[src/design/vzs_pkg.sv]
// Shared types, constants and a helper function of the valve zone sequencer.
`timescale 1ns / 1ps
package vzs_pkg;

   // Default values of the top-level parameters.
   localparam int ZONE_COUNT_DEF    = 8;
   localparam int TICKS_PER_SEC_DEF = 25;

   // Fixed constants of the behaviour.
   localparam logic [3:0]  NO_ZONE        = 4'hF;
   localparam logic [5:0]  FADE_TICKS     = 6'd50;
   localparam logic [3:0]  BLINK_STEPS    = 4'd8;
   localparam logic [14:0] DELAY_MAX      = 15'h7FFF;
   localparam logic [9:0]  DELAY_SEC_RST  = 10'd5;

   // Request mode codes.
   localparam logic [2:0] MODE_TICK   = 3'd0;
   localparam logic [2:0] MODE_ZONE   = 3'd1;
   localparam logic [2:0] MODE_MASTER = 3'd2;
   localparam logic [2:0] MODE_SHORT  = 3'd3;
   localparam logic [2:0] MODE_LONG   = 3'd4;

   // Classified operations passed from the front end to the back end.
   typedef enum logic [2:0] {
      OP_NOP    = 3'd0,
      OP_TICK   = 3'd1,
      OP_ZONE   = 3'd2,
      OP_TOGGLE = 3'd3,
      OP_MASTER = 3'd4,
      OP_LONG   = 3'd5
   } op_type;

   typedef struct packed {
      logic [2:0] mode;
      logic [2:0] zone_index;
      logic       zone_on;
      logic [3:0] master_number;
   } req_type;

   typedef struct packed {
      logic       led_update;
      logic [7:0] red_mask;
      logic [7:0] green_mask;
      logic [7:0] zones_turned_on;
      logic [7:0] zones_turned_off;
      logic       master_changed;
      logic [3:0] new_master;
   } rsp_type;

   typedef struct packed {
      op_type     op;
      logic [2:0] zone;
      logic       on;
      logic [3:0] number;
   } cmd_type;

   // Brightness level of the fade: the remaining ticks divided by five, taken
   // as a multiplication by 13/64, which is exact over the fade range.
   function automatic logic [3:0] fade_level(input logic [5:0] left);
      logic [9:0] scaled;
      scaled     = 10'(left) * 10'd13;
      fade_level = scaled[9:6];
   endfunction

endpackage

[src/design/vzs_front.sv]
// Front end: accepts requests, classifies them and holds them in a short queue.
`timescale 1ns / 1ps
module vzs_front #(
   parameter int ZONE_COUNT = vzs_pkg::ZONE_COUNT_DEF
) (
   input  logic              clock,
   input  logic              reset,
   input  logic              push,
   output logic              full,
   input  vzs_pkg::req_type  req_data,
   output logic              cmd_valid,
   input  logic              cmd_take,
   output vzs_pkg::cmd_type  cmd
);
   import vzs_pkg::*;

   cmd_type    class_cmd;
   cmd_type    entry_ff [2];
   logic [1:0] count_ff, count_in;
   logic       wr_ptr_ff, wr_ptr_in;
   logic       rd_ptr_ff, rd_ptr_in;
   logic       zone_ok;
   logic       number_ok;
   logic       wr_en;
   logic       rd_en;

   // Range checks on the request fields.
   assign zone_ok   = {1'b0, req_data.zone_index} < 4'(ZONE_COUNT);
   assign number_ok = {1'b0, req_data.master_number} <= 5'(ZONE_COUNT);

   // Classify the request; anything out of range becomes a no-op.
   always_comb begin
      class_cmd.op     = OP_NOP;
      class_cmd.zone   = req_data.zone_index;
      class_cmd.on     = req_data.zone_on;
      class_cmd.number = req_data.master_number;
      case (req_data.mode)
         MODE_TICK: begin
            class_cmd.op = OP_TICK;
         end
         MODE_ZONE: begin
            if (zone_ok) class_cmd.op = OP_ZONE;
         end
         MODE_MASTER: begin
            if (number_ok) class_cmd.op = OP_MASTER;
         end
         MODE_SHORT: begin
            if (zone_ok) class_cmd.op = OP_TOGGLE;
         end
         MODE_LONG: begin
            if (zone_ok) class_cmd.op = OP_LONG;
         end
         default: begin
            class_cmd.op = OP_NOP;
         end
      endcase
   end

   // Two-entry queue towards the back end.
   assign full      = (count_ff == 2'd2);
   assign cmd_valid = (count_ff != 2'd0);
   assign cmd       = entry_ff[rd_ptr_ff];
   assign wr_en     = push && !full;
   assign rd_en     = cmd_take && cmd_valid;

   always_comb begin
      wr_ptr_in = wr_ptr_ff ^ wr_en;
      rd_ptr_in = rd_ptr_ff ^ rd_en;
      count_in  = count_ff + 2'(wr_en) - 2'(rd_en);
   end

   always_ff @(posedge clock) begin
      if (reset) begin
         count_ff  <= 2'd0;
         wr_ptr_ff <= 1'b0;
         rd_ptr_ff <= 1'b0;
      end else begin
         count_ff  <= count_in;
         wr_ptr_ff <= wr_ptr_in;
         rd_ptr_ff <= rd_ptr_in;
      end
   end

   always_ff @(posedge clock) begin
      if (wr_en) entry_ff[wr_ptr_ff] <= class_cmd;
   end

endmodule

[src/design/vzs_rsp_queue.sv]
// Result queue: holds finished results until the consumer pops them.
`timescale 1ns / 1ps
module vzs_rsp_queue (
   input  logic              clock,
   input  logic              reset,
   input  logic              wr,
   input  vzs_pkg::rsp_type  wr_data,
   output logic              full,
   output logic              empty,
   input  logic              pop,
   output vzs_pkg::rsp_type  rsp_data
);
   import vzs_pkg::*;

   rsp_type    entry_ff [2];
   logic [1:0] count_ff, count_in;
   logic       wr_ptr_ff, wr_ptr_in;
   logic       rd_ptr_ff, rd_ptr_in;
   logic       wr_en;
   logic       rd_en;

   assign full     = (count_ff == 2'd2);
   assign empty    = (count_ff == 2'd0);
   assign rsp_data = entry_ff[rd_ptr_ff];
   assign wr_en    = wr && !full;
   assign rd_en    = pop && !empty;

   // Pointer and fill bookkeeping.
   always_comb begin
      wr_ptr_in = wr_ptr_ff ^ wr_en;
      rd_ptr_in = rd_ptr_ff ^ rd_en;
      count_in  = count_ff + 2'(wr_en) - 2'(rd_en);
   end

   always_ff @(posedge clock) begin
      if (reset) begin
         count_ff  <= 2'd0;
         wr_ptr_ff <= 1'b0;
         rd_ptr_ff <= 1'b0;
      end else begin
         count_ff  <= count_in;
         wr_ptr_ff <= wr_ptr_in;
         rd_ptr_ff <= rd_ptr_in;
      end
   end

   always_ff @(posedge clock) begin
      if (wr_en) entry_ff[wr_ptr_ff] <= wr_data;
   end

endmodule

[src/design/vzs_back.sv]
// Back end: zone state, master handling and the per-tick zone scan.
`timescale 1ns / 1ps
module vzs_back #(
   parameter int ZONE_COUNT    = vzs_pkg::ZONE_COUNT_DEF,
   parameter int TICKS_PER_SEC = vzs_pkg::TICKS_PER_SEC_DEF
) (
   input  logic              clock,
   input  logic              reset,
   input  logic              cmd_valid,
   output logic              cmd_take,
   input  vzs_pkg::cmd_type  cmd,
   input  logic              rsp_full,
   output logic              rsp_push,
   output vzs_pkg::rsp_type  rsp_out,
   input  logic              csr_wen,
   input  logic [9:0]        csr_wdata
);
   import vzs_pkg::*;

   localparam int ZW = $clog2(ZONE_COUNT);

   typedef enum logic [2:0] {
      ST_IDLE = 3'b001,
      ST_SCAN = 3'b010,
      ST_LEDS = 3'b100
   } back_state_type;

   back_state_type  state_ff, state_in;
   logic [9:0]      delay_sec_ff;
   logic [ZONE_COUNT-1:0] active_ff, active_in;
   logic [ZONE_COUNT-1:0] waiting_ff, waiting_in;
   logic [14:0]     delay_ff [ZONE_COUNT];
   logic [14:0]     delay_in [ZONE_COUNT];
   logic [3:0]      master_ff, master_in;
   logic [3:0]      fb_ff, fb_in;
   logic [5:0]      fade_ff, fade_in;
   logic [3:0]      blink_ff, blink_in;
   logic [31:0]     flash_ff, flash_in;
   logic [3:0]      mod10_ff, mod10_in;
   logic [2:0]      mod6_ff, mod6_in;
   logic [ZW-1:0]   scan_ff, scan_in;
   logic            run_ff, run_in;
   logic            wait_ff, wait_in;
   logic [7:0]      on_acc_ff, on_acc_in;

   logic [ZW-1:0]   cz;
   logic [16:0]     delay_full;
   logic [14:0]     delay_load;
   logic            do_switch;
   logic            sw_on;
   logic            do_assign;
   logic [3:0]      nm;
   logic            scan_active;
   logic [7:0]      red_v;
   logic [7:0]      green_v;
   logic [ZW-1:0]   fz;
   logic            fb_live;

   assign cz = cmd.zone[ZW-1:0];
   assign fz = fb_ff[ZW-1:0];

   // Delay load in ticks, saturated to the counter range.
   assign delay_full = 17'(delay_sec_ff) * 17'(TICKS_PER_SEC);
   assign delay_load = (delay_full > 17'(DELAY_MAX)) ? DELAY_MAX : delay_full[14:0];

   // Command execution and the tick sequencer.
   always_comb begin
      state_in    = state_ff;
      active_in   = active_ff;
      waiting_in  = waiting_ff;
      delay_in    = delay_ff;
      master_in   = master_ff;
      fb_in       = fb_ff;
      fade_in     = fade_ff;
      blink_in    = blink_ff;
      flash_in    = flash_ff;
      mod10_in    = mod10_ff;
      mod6_in     = mod6_ff;
      scan_in     = scan_ff;
      run_in      = run_ff;
      wait_in     = wait_ff;
      on_acc_in   = on_acc_ff;
      cmd_take    = 1'b0;
      rsp_push    = 1'b0;
      rsp_out     = '0;
      do_switch   = 1'b0;
      sw_on       = 1'b0;
      do_assign   = 1'b0;
      nm          = 4'd0;
      scan_active = 1'b0;
      red_v       = 8'd0;
      green_v     = 8'd0;
      fb_live     = 1'b0;

      case (state_ff)
         ST_IDLE: begin
            if (cmd_valid && !rsp_full) begin
               cmd_take = 1'b1;
               case (cmd.op)
                  OP_TICK: begin
                     flash_in = flash_ff + 32'd1;
                     if (flash_ff == '1) begin
                        mod10_in = 4'd0;
                        mod6_in  = 3'd0;
                     end else begin
                        mod10_in = (mod10_ff == 4'd9) ? 4'd0 : mod10_ff + 4'd1;
                        mod6_in  = (mod6_ff == 3'd5) ? 3'd0 : mod6_ff + 3'd1;
                     end
                     run_in    = 1'b0;
                     wait_in   = 1'b0;
                     on_acc_in = 8'd0;
                     scan_in   = '0;
                     state_in  = ST_SCAN;
                  end
                  OP_ZONE: begin
                     do_switch = 1'b1;
                     sw_on     = cmd.on;
                     rsp_push  = 1'b1;
                  end
                  OP_TOGGLE: begin
                     do_switch = 1'b1;
                     sw_on     = !active_ff[cz] && !waiting_ff[cz];
                     rsp_push  = 1'b1;
                  end
                  OP_MASTER: begin
                     do_assign = 1'b1;
                     nm        = cmd.number;
                     rsp_push  = 1'b1;
                  end
                  OP_LONG: begin
                     do_assign = 1'b1;
                     nm        = (master_ff == 4'(cz)) ? 4'd0 : {1'b0, cmd.zone} + 4'd1;
                     rsp_push  = 1'b1;
                  end
                  default: begin
                     rsp_push = 1'b1;
                  end
               endcase
            end

            // Switch a zone on or off.
            if (do_switch) begin
               if (master_ff == 4'(cz)) begin
                  active_in[cz] = sw_on;
               end else if (sw_on) begin
                  if (delay_sec_ff != 10'd0 && master_ff != NO_ZONE) begin
                     waiting_in[cz] = 1'b1;
                     delay_in[cz]   = delay_load;
                     active_in[cz]  = 1'b0;
                  end else begin
                     active_in[cz]  = 1'b1;
                     waiting_in[cz] = 1'b0;
                     rsp_out.zones_turned_on[cz] = 1'b1;
                  end
               end else begin
                  active_in[cz]  = 1'b0;
                  waiting_in[cz] = 1'b0;
                  delay_in[cz]   = 15'd0;
                  rsp_out.zones_turned_off[cz] = 1'b1;
               end
            end

            // Assign or remove the master zone.
            if (do_assign) begin
               fade_in  = 6'd0;
               blink_in = 4'd0;
               rsp_out.master_changed = 1'b1;
               rsp_out.new_master     = nm;
               if (nm == 4'd0) begin
                  if (master_ff != NO_ZONE) begin
                     fb_in    = master_ff;
                     blink_in = BLINK_STEPS;
                  end
                  master_in = NO_ZONE;
               end else begin
                  master_in = nm - 4'd1;
                  fb_in     = nm - 4'd1;
                  fade_in   = FADE_TICKS;
               end
            end
         end

         // Count the delay of one zone per cycle.
         ST_SCAN: begin
            if (master_ff != 4'(scan_ff)) begin
               scan_active = active_ff[scan_ff];
               if (waiting_ff[scan_ff] && delay_ff[scan_ff] != 15'd0) begin
                  wait_in            = 1'b1;
                  delay_in[scan_ff]  = delay_ff[scan_ff] - 15'd1;
                  if (delay_ff[scan_ff] == 15'd1) begin
                     waiting_in[scan_ff] = 1'b0;
                     active_in[scan_ff]  = 1'b1;
                     scan_active         = 1'b1;
                     on_acc_in[scan_ff]  = 1'b1;
                  end
               end
               if (scan_active) run_in = 1'b1;
            end
            if (scan_ff == ZW'(ZONE_COUNT - 1)) begin
               state_in = ST_LEDS;
            end else begin
               scan_in = scan_ff + ZW'(1);
            end
         end

         // Build the LED masks and step the feedback animation.
         ST_LEDS: begin
            for (int i = 0; i < ZONE_COUNT; i++) begin
               if (master_ff == 4'(i)) begin
                  if (active_ff[i] || run_ff || wait_ff) begin
                     red_v[i]   = 1'b1;
                     green_v[i] = 1'b1;
                  end
               end else if (active_ff[i]) begin
                  red_v[i] = 1'b1;
               end else if (waiting_ff[i]) begin
                  green_v[i] = (mod6_ff < 3'd3);
               end
            end
            fb_live = (fb_ff < 4'(ZONE_COUNT)) && !run_ff && !wait_ff && !active_ff[fz];
            if (fb_live) begin
               if (fade_ff != 6'd0) begin
                  green_v[fz] = (mod10_ff < fade_level(fade_ff));
                  fade_in = (master_ff == fb_ff) ? fade_ff - 6'd1 : 6'd0;
               end
               if (blink_ff != 4'd0) begin
                  green_v[fz] = blink_ff[1];
                  if (flash_ff[1:0] == 2'd0) begin
                     blink_in = blink_ff - 4'd1;
                     if (blink_ff == 4'd1) fb_in = NO_ZONE;
                  end
               end
            end
            rsp_push                = 1'b1;
            rsp_out.led_update      = 1'b1;
            rsp_out.red_mask        = red_v;
            rsp_out.green_mask      = green_v;
            rsp_out.zones_turned_on = on_acc_ff;
            state_in                = ST_IDLE;
         end

         default: begin
            state_in = ST_IDLE;
         end
      endcase
   end

   // State registers.
   always_ff @(posedge clock) begin
      if (reset) begin
         state_ff     <= ST_IDLE;
         delay_sec_ff <= DELAY_SEC_RST;
         active_ff    <= '0;
         waiting_ff   <= '0;
         for (int i = 0; i < ZONE_COUNT; i++) delay_ff[i] <= 15'd0;
         master_ff    <= NO_ZONE;
         fb_ff        <= NO_ZONE;
         fade_ff      <= 6'd0;
         blink_ff     <= 4'd0;
         flash_ff     <= 32'd0;
         mod10_ff     <= 4'd0;
         mod6_ff      <= 3'd0;
         scan_ff      <= '0;
         run_ff       <= 1'b0;
         wait_ff      <= 1'b0;
         on_acc_ff    <= 8'd0;
      end else begin
         state_ff     <= state_in;
         if (csr_wen) delay_sec_ff <= csr_wdata;
         active_ff    <= active_in;
         waiting_ff   <= waiting_in;
         delay_ff     <= delay_in;
         master_ff    <= master_in;
         fb_ff        <= fb_in;
         fade_ff      <= fade_in;
         blink_ff     <= blink_in;
         flash_ff     <= flash_in;
         mod10_ff     <= mod10_in;
         mod6_ff      <= mod6_in;
         scan_ff      <= scan_in;
         run_ff       <= run_in;
         wait_ff      <= wait_in;
         on_acc_ff    <= on_acc_in;
      end
   end

   // A command is only taken when the result queue has room for its result.
   a_take_room: assert property (@(posedge clock) disable iff (reset)
      cmd_take |-> !rsp_full)
      else $error("command taken while result queue full");

   // No result leaves during the zone scan.
   a_no_push_scan: assert property (@(posedge clock) disable iff (reset)
      rsp_push |-> state_ff != ST_SCAN)
      else $error("result pushed during scan");

   // The mask stage is only reached from the scan.
   a_leds_after_scan: assert property (@(posedge clock) disable iff (reset)
      state_ff == ST_LEDS |-> $past(state_ff) == ST_SCAN)
      else $error("mask stage entered without scan");

   // The fade never exceeds its starting length.
   a_fade_range: assert property (@(posedge clock) disable iff (reset)
      fade_ff <= FADE_TICKS)
      else $error("fade counter out of range");

endmodule

[src/design/valve_zone_sequencer_led_drive_core.sv]
// Path: a command's result passes the registered front-end queue and result queue;
// a tick scans one zone per cycle and holds off new requests until its masks are sent.
// Throughput: one command per cycle while the result queue has room and no tick runs.
// Reset: synchronous, clears all zone state, counters and queues.
// After reset the master delay is 5 seconds and no master or feedback zone is set.
// Top level of the valve zone sequencer and LED drive.
`timescale 1ns / 1ps
module valve_zone_sequencer_led_drive_core #(
   parameter int ZONE_COUNT    = vzs_pkg::ZONE_COUNT_DEF,
   parameter int TICKS_PER_SEC = vzs_pkg::TICKS_PER_SEC_DEF
) (
   input  logic              clock,
   input  logic              reset,
   input  logic              push,
   output logic              full,
   input  vzs_pkg::req_type  req_data,
   output logic              empty,
   input  logic              pop,
   output vzs_pkg::rsp_type  rsp_data,
   input  logic              csr_wen,
   input  logic [9:0]        csr_wdata
);
   import vzs_pkg::*;

   cmd_type cmd;
   rsp_type back_rsp;
   logic    cmd_valid;
   logic    cmd_take;
   logic    rsp_full;
   logic    rsp_push;

   // Request intake and classification.
   vzs_front #(
      .ZONE_COUNT (ZONE_COUNT)
   ) u_front (
      .clock     (clock),
      .reset     (reset),
      .push      (push),
      .full      (full),
      .req_data  (req_data),
      .cmd_valid (cmd_valid),
      .cmd_take  (cmd_take),
      .cmd       (cmd)
   );

   // Execution of requests.
   vzs_back #(
      .ZONE_COUNT    (ZONE_COUNT),
      .TICKS_PER_SEC (TICKS_PER_SEC)
   ) u_back (
      .clock     (clock),
      .reset     (reset),
      .cmd_valid (cmd_valid),
      .cmd_take  (cmd_take),
      .cmd       (cmd),
      .rsp_full  (rsp_full),
      .rsp_push  (rsp_push),
      .rsp_out   (back_rsp),
      .csr_wen   (csr_wen),
      .csr_wdata (csr_wdata)
   );

   // Results waiting for the consumer.
   vzs_rsp_queue u_rsp_queue (
      .clock    (clock),
      .reset    (reset),
      .wr       (rsp_push),
      .wr_data  (back_rsp),
      .full     (rsp_full),
      .empty    (empty),
      .pop      (pop),
      .rsp_data (rsp_data)
   );

endmodule
[config.mk]
export PLATFORM = sky130hd
export DESIGN_NAME = valve_zone_sequencer_led_drive_core
export DESIGN_NICKNAME = d
export VERILOG_FILES = /design/src/design/vzs_pkg.sv /design/src/design/vzs_front.sv /design/src/design/vzs_rsp_queue.sv /design/src/design/vzs_back.sv /design/src/design/valve_zone_sequencer_led_drive_core.sv
export SDC_FILE = /design/constraint.sdc
export NUM_CORES = 1
export LEC_CHECK = 0
export ABC_CLOCK_PERIOD_IN_PS = 5400
export BUFFER_PORTS_ARGS = -buffer_cell sky130_fd_sc_hd__buf_2
export CAP_MARGIN = 30
export CORE_AREA = 4 4 171 255
export DETAILED_ROUTE_END_ITERATION = 7
export DIE_AREA = 0 0 175 259
export PLACE_DENSITY = 0.67
export SLEW_MARGIN = 15
export SYNTH_ARGS = -nofsm -noshare
export SYNTH_HDL_FRONTEND = slang
export SYNTH_SLANG_ARGS = --single-unit
[constraint.sdc]
create_clock -name clock -period 5.4 [get_ports clock]
set_clock_uncertainty 0.05 [all_clocks]
set_input_delay 1.08 -clock clock [delete_from_list [all_inputs] [get_ports clock]]
set_output_delay 1.08 -clock clock [all_outputs]
set_load 0.01 [all_outputs]
==> Word level (Yosys, flattened, before mapping) <==
Memories as Yosys holds them, arrays and structs flattened. A register that Yosys moved wholly into a read port is not among the register bits.
Index checks and enable logic that the tools add are counted.
{ "totals": {"register_bits": 227, "latchBits": 0, "rom_bits": 0, "inputBits": 26, "mem_bits_rw": 98, "n_memories": 2} }
{ "classes": {"n_div": 0, "bitwise_logic": 17, "n_reduce_logical": 67, "shift": 0, "mux": 200, "mul": 2, "add_sub_neg": 13, "n_lt_le_gt_ge": 15, "n_eq_ne": 49} }
{ "memory_table": {"columns": ["memory", "words", "width", "rd", "rd_clocked_by_memory_dff", "wr", "line", "rtl"], "rows": [
  ["u_rsp_queue.entry_ff", 2, 38, 1, 1, 1, "vzs_rsp_queue.sv:15", "rsp_type entry_ff [2];"],
  ["u_front.entry_ff", 2, 11, 1, 1, 1, "vzs_front.sv:18", "cmd_type entry_ff [2];"]
]} }
{ "op_table": {"columns": ["cell", "n"], "rows": [
  ["two-way mux 120 bit", 6],
  ["bitwise mux 120 bit", 2],
  ["case mux 120 bit (2 select lines)", 1],
  ["two-way mux 8 bit", 27],
  ["AND 120 bit", 1],
  ["inverter 120 bit", 1],
  ["two-way mux 1 bit", 92],
  ["demux 15 bit (select 3 bit)", 2],
  ["two-way mux 4 bit", 19],
  ["two-way mux 15 bit", 5],
  ["case mux 8 bit (2 select lines)", 4],
  ["binary-select mux 15 bit (select 3 bit)", 1],
  ["adder 32 x 1 -> 32 bit (second input constant)", 1],
  ["equality test 32 bit (second input constant)", 1],
  ["two-way mux 16 bit", 2],
  ["bitwise OR 8 bit", 4],
  ["two-way mux 6 bit", 5],
  ["two-way mux 3 bit", 9],
  ["AND 8 bit", 3],
  ["bitwise mux 8 bit", 3],
  ["inequality test 2 x 1 -> 1 bit (second input constant)", 12],
  ["case mux 4 bit (2 select lines)", 3],
  ["AND reduction 5 bit", 4],
  ["equality test 3 bit (second input constant)", 6],
  ["other kinds (63)", 149]
]} }

==> Depth between registers and ports, before layout <==
{ "depth": {"word_depth": 13, "depth_mapped": 18, "depth_no_buf": 18} }

==> Cells and area by module <==
A second synthesis with hierarchy kept.
{ "unflattened": {"hier_cells": 2291, "area_unflattened_um2": 20303.2} }
{ "by_module_without_submodules": {"columns": ["module", "area_each_um2", "n_inst", "cells_per_inst", "seq_area_each_um2"], "rows": [
  ["vzs_back", 16255.6, 1, 2085, 4384.2],
  ["vzs_rsp_queue", 2966.6, 1, 141, 2362.3],
  ["vzs_front", 1081.0, 1, 65, 740.7]
]} }

==> Least setup slack after synthesis <==
Ideal clock, no wire load.
{ "synth_path": {"path_type": "reg2reg", "startpoint": "register u_back.delay_sec_ff[2]", "endpoint": "register u_back.delay_ff[2] in the netlist's numbering", "path_stages_with_launch": 14, "t_arrival_ns": 3.970, "path_slack_ns": 1.298, "setup_time_ns": 0.081, "path_cell_list": "dfxtp_1 inv_1 ha_1 ha_1 fa_1 ha_1 o21ai_0 or4b_2 and3_1 nor4_1 nand4_1 nor4_4 a221oi_1 a211oi_2"} }
{ "synth_via": {"elab_chain_cells": 9} }
{ "synth_lines": {"columns": ["item", "line", "rtl"], "rows": [
  ["from (decl)", "vzs_back.sv:29", "logic [9:0] delay_sec_ff;"],
  ["from (signal assigned)", "vzs_back.sv:269", "if (csr_wen) delay_sec_ff <= csr_wdata;"],
  ["multiplier 10 x 5 -> 15 bit", "vzs_back.sv:63", "assign delay_full = 17'(delay_sec_ff) * 17'(TICKS_PER_SEC);"],
  ["greater-than comparator 15 bit", "vzs_back.sv:64", "assign delay_load = (delay_full > 17'(DELAY_MAX)) ? DELAY_MAX : delay_full[14:0];"],
  ["two-way mux 15 bit", "vzs_back.sv:64", null],
  ["bitwise mux 120 bit", "vzs_back.sv:148", "delay_in[cz] = delay_load;"],
  ["two-way mux 120 bit", "vzs_back.sv:146", "if (delay_sec_ff != 10'd0 && master_ff != NO_ZONE) begin"],
  ["two-way mux 120 bit", "vzs_back.sv:145", "end else if (sw_on) begin"],
  ["two-way mux 120 bit", "vzs_back.sv:143", "if (master_ff == 4'(cz)) begin"],
  ["two-way mux 120 bit", "vzs_back.sv:142", "if (do_switch) begin"],
  ["case mux 120 bit (2 select lines)", "vzs_back.sv:95", "case (state_ff)"],
  ["to (signal assigned)", "vzs_back.sv:272", "delay_ff <= delay_in;"],
  ["to (decl)", "vzs_back.sv:32", "logic [14:0] delay_ff [ZONE_COUNT];"]
]} }
Several ways; a longest one is shown, not always the timed one. The select of a mux whose other input is x is not followed.
A chain may end at the register's enable or synchronous reset.

==> Final worst setup path <==
{ "layout_path": {"startpoint": "register u_back.delay_sec_ff[2]", "endpoint": "register u_back.delay_ff[17] in the netlist's numbering"} }
Same word-level chain as after synthesis.

==> results.toml <==
[clock_network]
cts_buffers = 35
clock_sinks = 325
htree_levels = 2
postCtsSetupBuffers = 0
cts_buffer_depth = 3
path_clk_slew_ns = 0.06
cts_hold_buf = 0
clock_latency_ns = 0.55
cts_tree = "built"
cts-resized-gates = 0
clock-root-buffer = "clkbuf_16"

[worst_setup_path]
crit_fanout = 8
cp_data_required_time_ns = 5.79
crit_slowest_cell = "or4b_2"
r2r_start = "u_back.delay_sec_ff[2]$_SDFFE_PP1P_"
slowest_delay_ns = 0.63
r2r_end = "u_back.delay_ff[17]$_SDFFE_PP0P_"
worst_setup_path_start_kind = "register"
arrival_ns = 5.32
regToRegSetupSlack_ns = 0.47
reg2regPathDepth = 13
cp-end-kind = "register"
worstPathCellList = "inv_1 > ha_1 > ha_1 > fa_1 > ha_1 > o21ai_0 > or4b_2 > and3_1 > nor4_1 > nand4_1 > nor4_4 > nand2_1 > a311oi_1"
cpMostUsedCell = "ha_1"
path_class = "reg2reg"

[global_route]
grt_antenna_before_repair = 1
overflow = 0
grt_pass1_vias = 18358
grt_use_total = 0.299
grt_pass1_wl_um = 107000
grt_max_degree = 94

[floorplan]
rows = 91
die_w_um = 175
num_io_pins = 66
initial_core_util = 0.496
die_height_um = 259
dieArea_um2 = 45300
core_um2 = 41200

[logic_synthesis]
ys_warn_count = 0
synth-xor-area-share = 0.0300
muxShareOfSynthArea = 0.0610
synthAdderAreaFrac = 0.0582
synth_top_family_by_area = "compound AO/OA/AOI/OAI gates"
avgSynthCellArea_um2 = 9.21
synth_cell_types = 109
synth-edff-count = 98
ys_ff_latch = 325
synth_compound_area_frac = 0.253
syn_area_um2 = 20500
syn_nets = 2338
async_flop_share = 0
synthSimpleGateAreaFrac = 0.175
postSynthCellCount = 2221
synthFlopType = "dfxtp_1"
yosysSeqAreaShare = 0.366

[route]
vias = 18462
wl_met3_um = 5210
met2RoutedLength_um = 33500
drt_wl_total_um = 69900
drc = 0
wire_per_inst_um = 24.8
antenna_left = 0
viasPerCell = 6.54
first_pass_iters = 6
wl_met1_um = 24500
routed.top_layer = "met5"
drtIter0Drc = 2032

[timing]
setup_violations = 0
worst_pin_slew_ns = 1.07
final.period_utilization = 0.914
finalCriticalPeriod_ns = 4.93
rsz0062_at_grt = "no"
maxSlewViolCount = 0
fmax_ghz = 0.203
hold_violations = 0
setup_tns_ns = 0
slew_headroom = 0.284

[pwr]
pwr-share-clk = 0.263
p_leak_nw = 7.81
peakVddDrop_uv = 209
switchingPower_mw = 3.92
combPwrFrac = 0.395
seq_power_share = 0.342
switching_share = 0.403
power_density_nw_per_um2 = 431
power.internal_mw = 5.81

[placement]
hpwl_um = 48600
dp.cells = 2757
gp_congestion = 1.01
portBuffers = 65

[job]
drv_cap = 0

[layout]
final_cell_count_no_fill = 2823
nNetsFinal = 2357
area_delta_synth_final_pct = 10.2
final_cell_mix = "nor2_1 (298), dfxtp_1 (224), nand2_1 (136)"
num_antenna_cells = 0
drive_gt1_frac = 0.177
layout_commonest_cell = "nor2_1"

[worst_hold_path]
min_path_type = "reg2reg"
hold_path.startpoint = "u_back.on_acc_ff[5]$_SDFFE_PP0P_"
worstHoldPathCells = 2
hold_end = "u_back.on_acc_ff[5]$_SDFFE_PP0P_"

[status]
status = "finished, final reports clean"
==> sequential cells by signal, indices dropped and copies added, names as in the netlist, 4 cells and up, named ones only <==
| name | cells |
|---|---|
| u_back.blink_ff | 4 |
| u_back.delay_ff | 120 |
| u_back.delay_sec_ff | 10 |
| u_back.fade_ff | 6 |
| u_back.fb_ff | 4 |
| u_back.flash_ff | 32 |
| u_back.master_ff | 4 |
| u_back.mod10_ff | 4 |
| u_back.on_acc_ff | 8 |
| u_front.entry_ff | 22 |
| u_rsp_queue.entry_ff | 76 |
==> synthesized netlist by cell type (9+ instances only) <==
cell | count | share of area
o21ai_0 | 68 | 0.017
o211ai_1 | 27 | 0.0099
edfxtp_1 | 98 | 0.14
clkbuf_1 | 86 | 0.016
ha_1 | 84 | 0.051
a311oi_1 | 19 | 0.0081
or2_2 | 9 | 0.0028
xnor2_1 | 39 | 0.017
buf_6 | 18 | 0.0099
nor3_1 | 55 | 0.013
buf_2 | 19 | 0.0046
nand4_1 | 43 | 0.013
inv_1 | 104 | 0.019
o2bb2ai_1 | 13 | 0.0056
nand2b_1 | 11 | 0.0034
buf_4 | 11 | 0.0040
xor2_1 | 31 | 0.013
and3_1 | 15 | 0.0046
a22oi_1 | 91 | 0.033
nor2b_1 | 26 | 0.0079
dfxtp_1 | 227 | 0.22
nand2_1 | 137 | 0.025
a22o_1 | 41 | 0.018
mux2i_1 | 40 | 0.020
o31ai_1 | 36 | 0.013
a311oi_2 | 17 | 0.012
and2_1 | 12 | 0.0037
a211oi_2 | 66 | 0.040
or3_1 | 12 | 0.0037
buf_1 | 11 | 0.0020
nor2_1 | 304 | 0.056
o22ai_1 | 40 | 0.012
nand3_1 | 60 | 0.015
mux2_2 | 55 | 0.030
a31oi_1 | 19 | 0.0058
a21oi_1 | 67 | 0.016
a211oi_1 | 19 | 0.0070
==> final cells by class <==
| type | count | area, um2 |
|---|---|---|
| inverters | 109 | 409 |
| fillers | 3772 | 18700 |
| multi-input cells | 1641 | 11800 |
| clock buffers | 43 | 957 |
| repair buffers | 128 | 898 |
| flip-flops and latches | 325 | 7490 |
| well taps | 558 | 698 |
| clock inverters | 19 | 243 |
==> through the flow <==
| stage | worst slack [ns] | hold slack, ns | utilization | power (mW) | cell area [um2] |
|---|---|---|---|---|---|
| 2_1_floorplan | 1.30 | 0.375 | - | 5.88 | 20500 |
| 3_3_place_gp | 0.831 | 0.388 | 0.514 | 6.98 | 21200 |
| 3_5_place_dp | 0.599 | 0.393 | 0.516 | 7.07 | 21300 |
| 4_1_cts | 0.618 | 0.407 | 0.545 | 9.63 | 22500 |
| 5_1_grt | 0.198 | 0.439 | 0.547 | 10.2 | 22500 |
| 6_report | 0.467 | 0.404 | 0.547 | 9.72 | 22500 |
==> per-layer routing <==
layer | track usage | up-vias
met5 | 0 | -
met4 | 0.233 | 2
met3 | 0.0593 | 360
met2 | 0.508 | 867
met1 | 0.326 | 8897
li1 | - | 8336
==> worst max-delay path by stage <==
stage	from	end	slack, ns	depth (start not counted)
2_1_floorplan	u_back.delay_sec_ff[2]$_SDFFE_PP1P_	u_back.delay_ff[2]$_SDFFE_PP0P_	1.30	13
3_3_place_gp	u_back.delay_sec_ff[2]$_SDFFE_PP1P_	u_back.delay_ff[2]$_SDFFE_PP0P_	0.83	13
3_5_place_dp	u_back.delay_sec_ff[2]$_SDFFE_PP1P_	u_back.delay_ff[17]$_SDFFE_PP0P_	0.60	13
4_1_cts	u_back.delay_sec_ff[2]$_SDFFE_PP1P_	u_back.delay_ff[17]$_SDFFE_PP0P_	0.62	13
5_1_grt	u_back.delay_sec_ff[2]$_SDFFE_PP1P_	u_back.delay_ff[17]$_SDFFE_PP0P_	0.20	13
6_report	u_back.delay_sec_ff[2]$_SDFFE_PP1P_	u_back.delay_ff[17]$_SDFFE_PP0P_	0.47	13
==> cell families after synthesis <==
family | count (synthesis)
buffers and inverters | 255
DFF | 325
muxes | 106
xor gates and xnor gates | 70
adders and majority gates | 91
and+or+nand+nor | 742
AOI/OAI and AO/OA | 632
==> power by group through the flow <==
stage	logic [mW]	clock network [mW]	registers, mW
floorplan	2.68	0	3.20
global placement	3.64	0	3.34
detailed placement	3.70	0	3.37
CTS	3.72	2.59	3.32
global route	4.10	2.69	3.37
finish	3.84	2.56	3.32
==> worst max-delay path: cells and delay by family, from the launching register on <==
| kind | cells | cell delay [ns] |
|---|---|---|
| buffers and inverters | 1 | 0.11 |
| AOI/OAI and AO/OA | 2 | 0.48 |
| DFF | 1 | 0.50 |
| adders and majority gates | 4 | 1.46 |
| and+or+nand+nor | 6 | 2.23 |
Power figures use the tool's default switching activity.
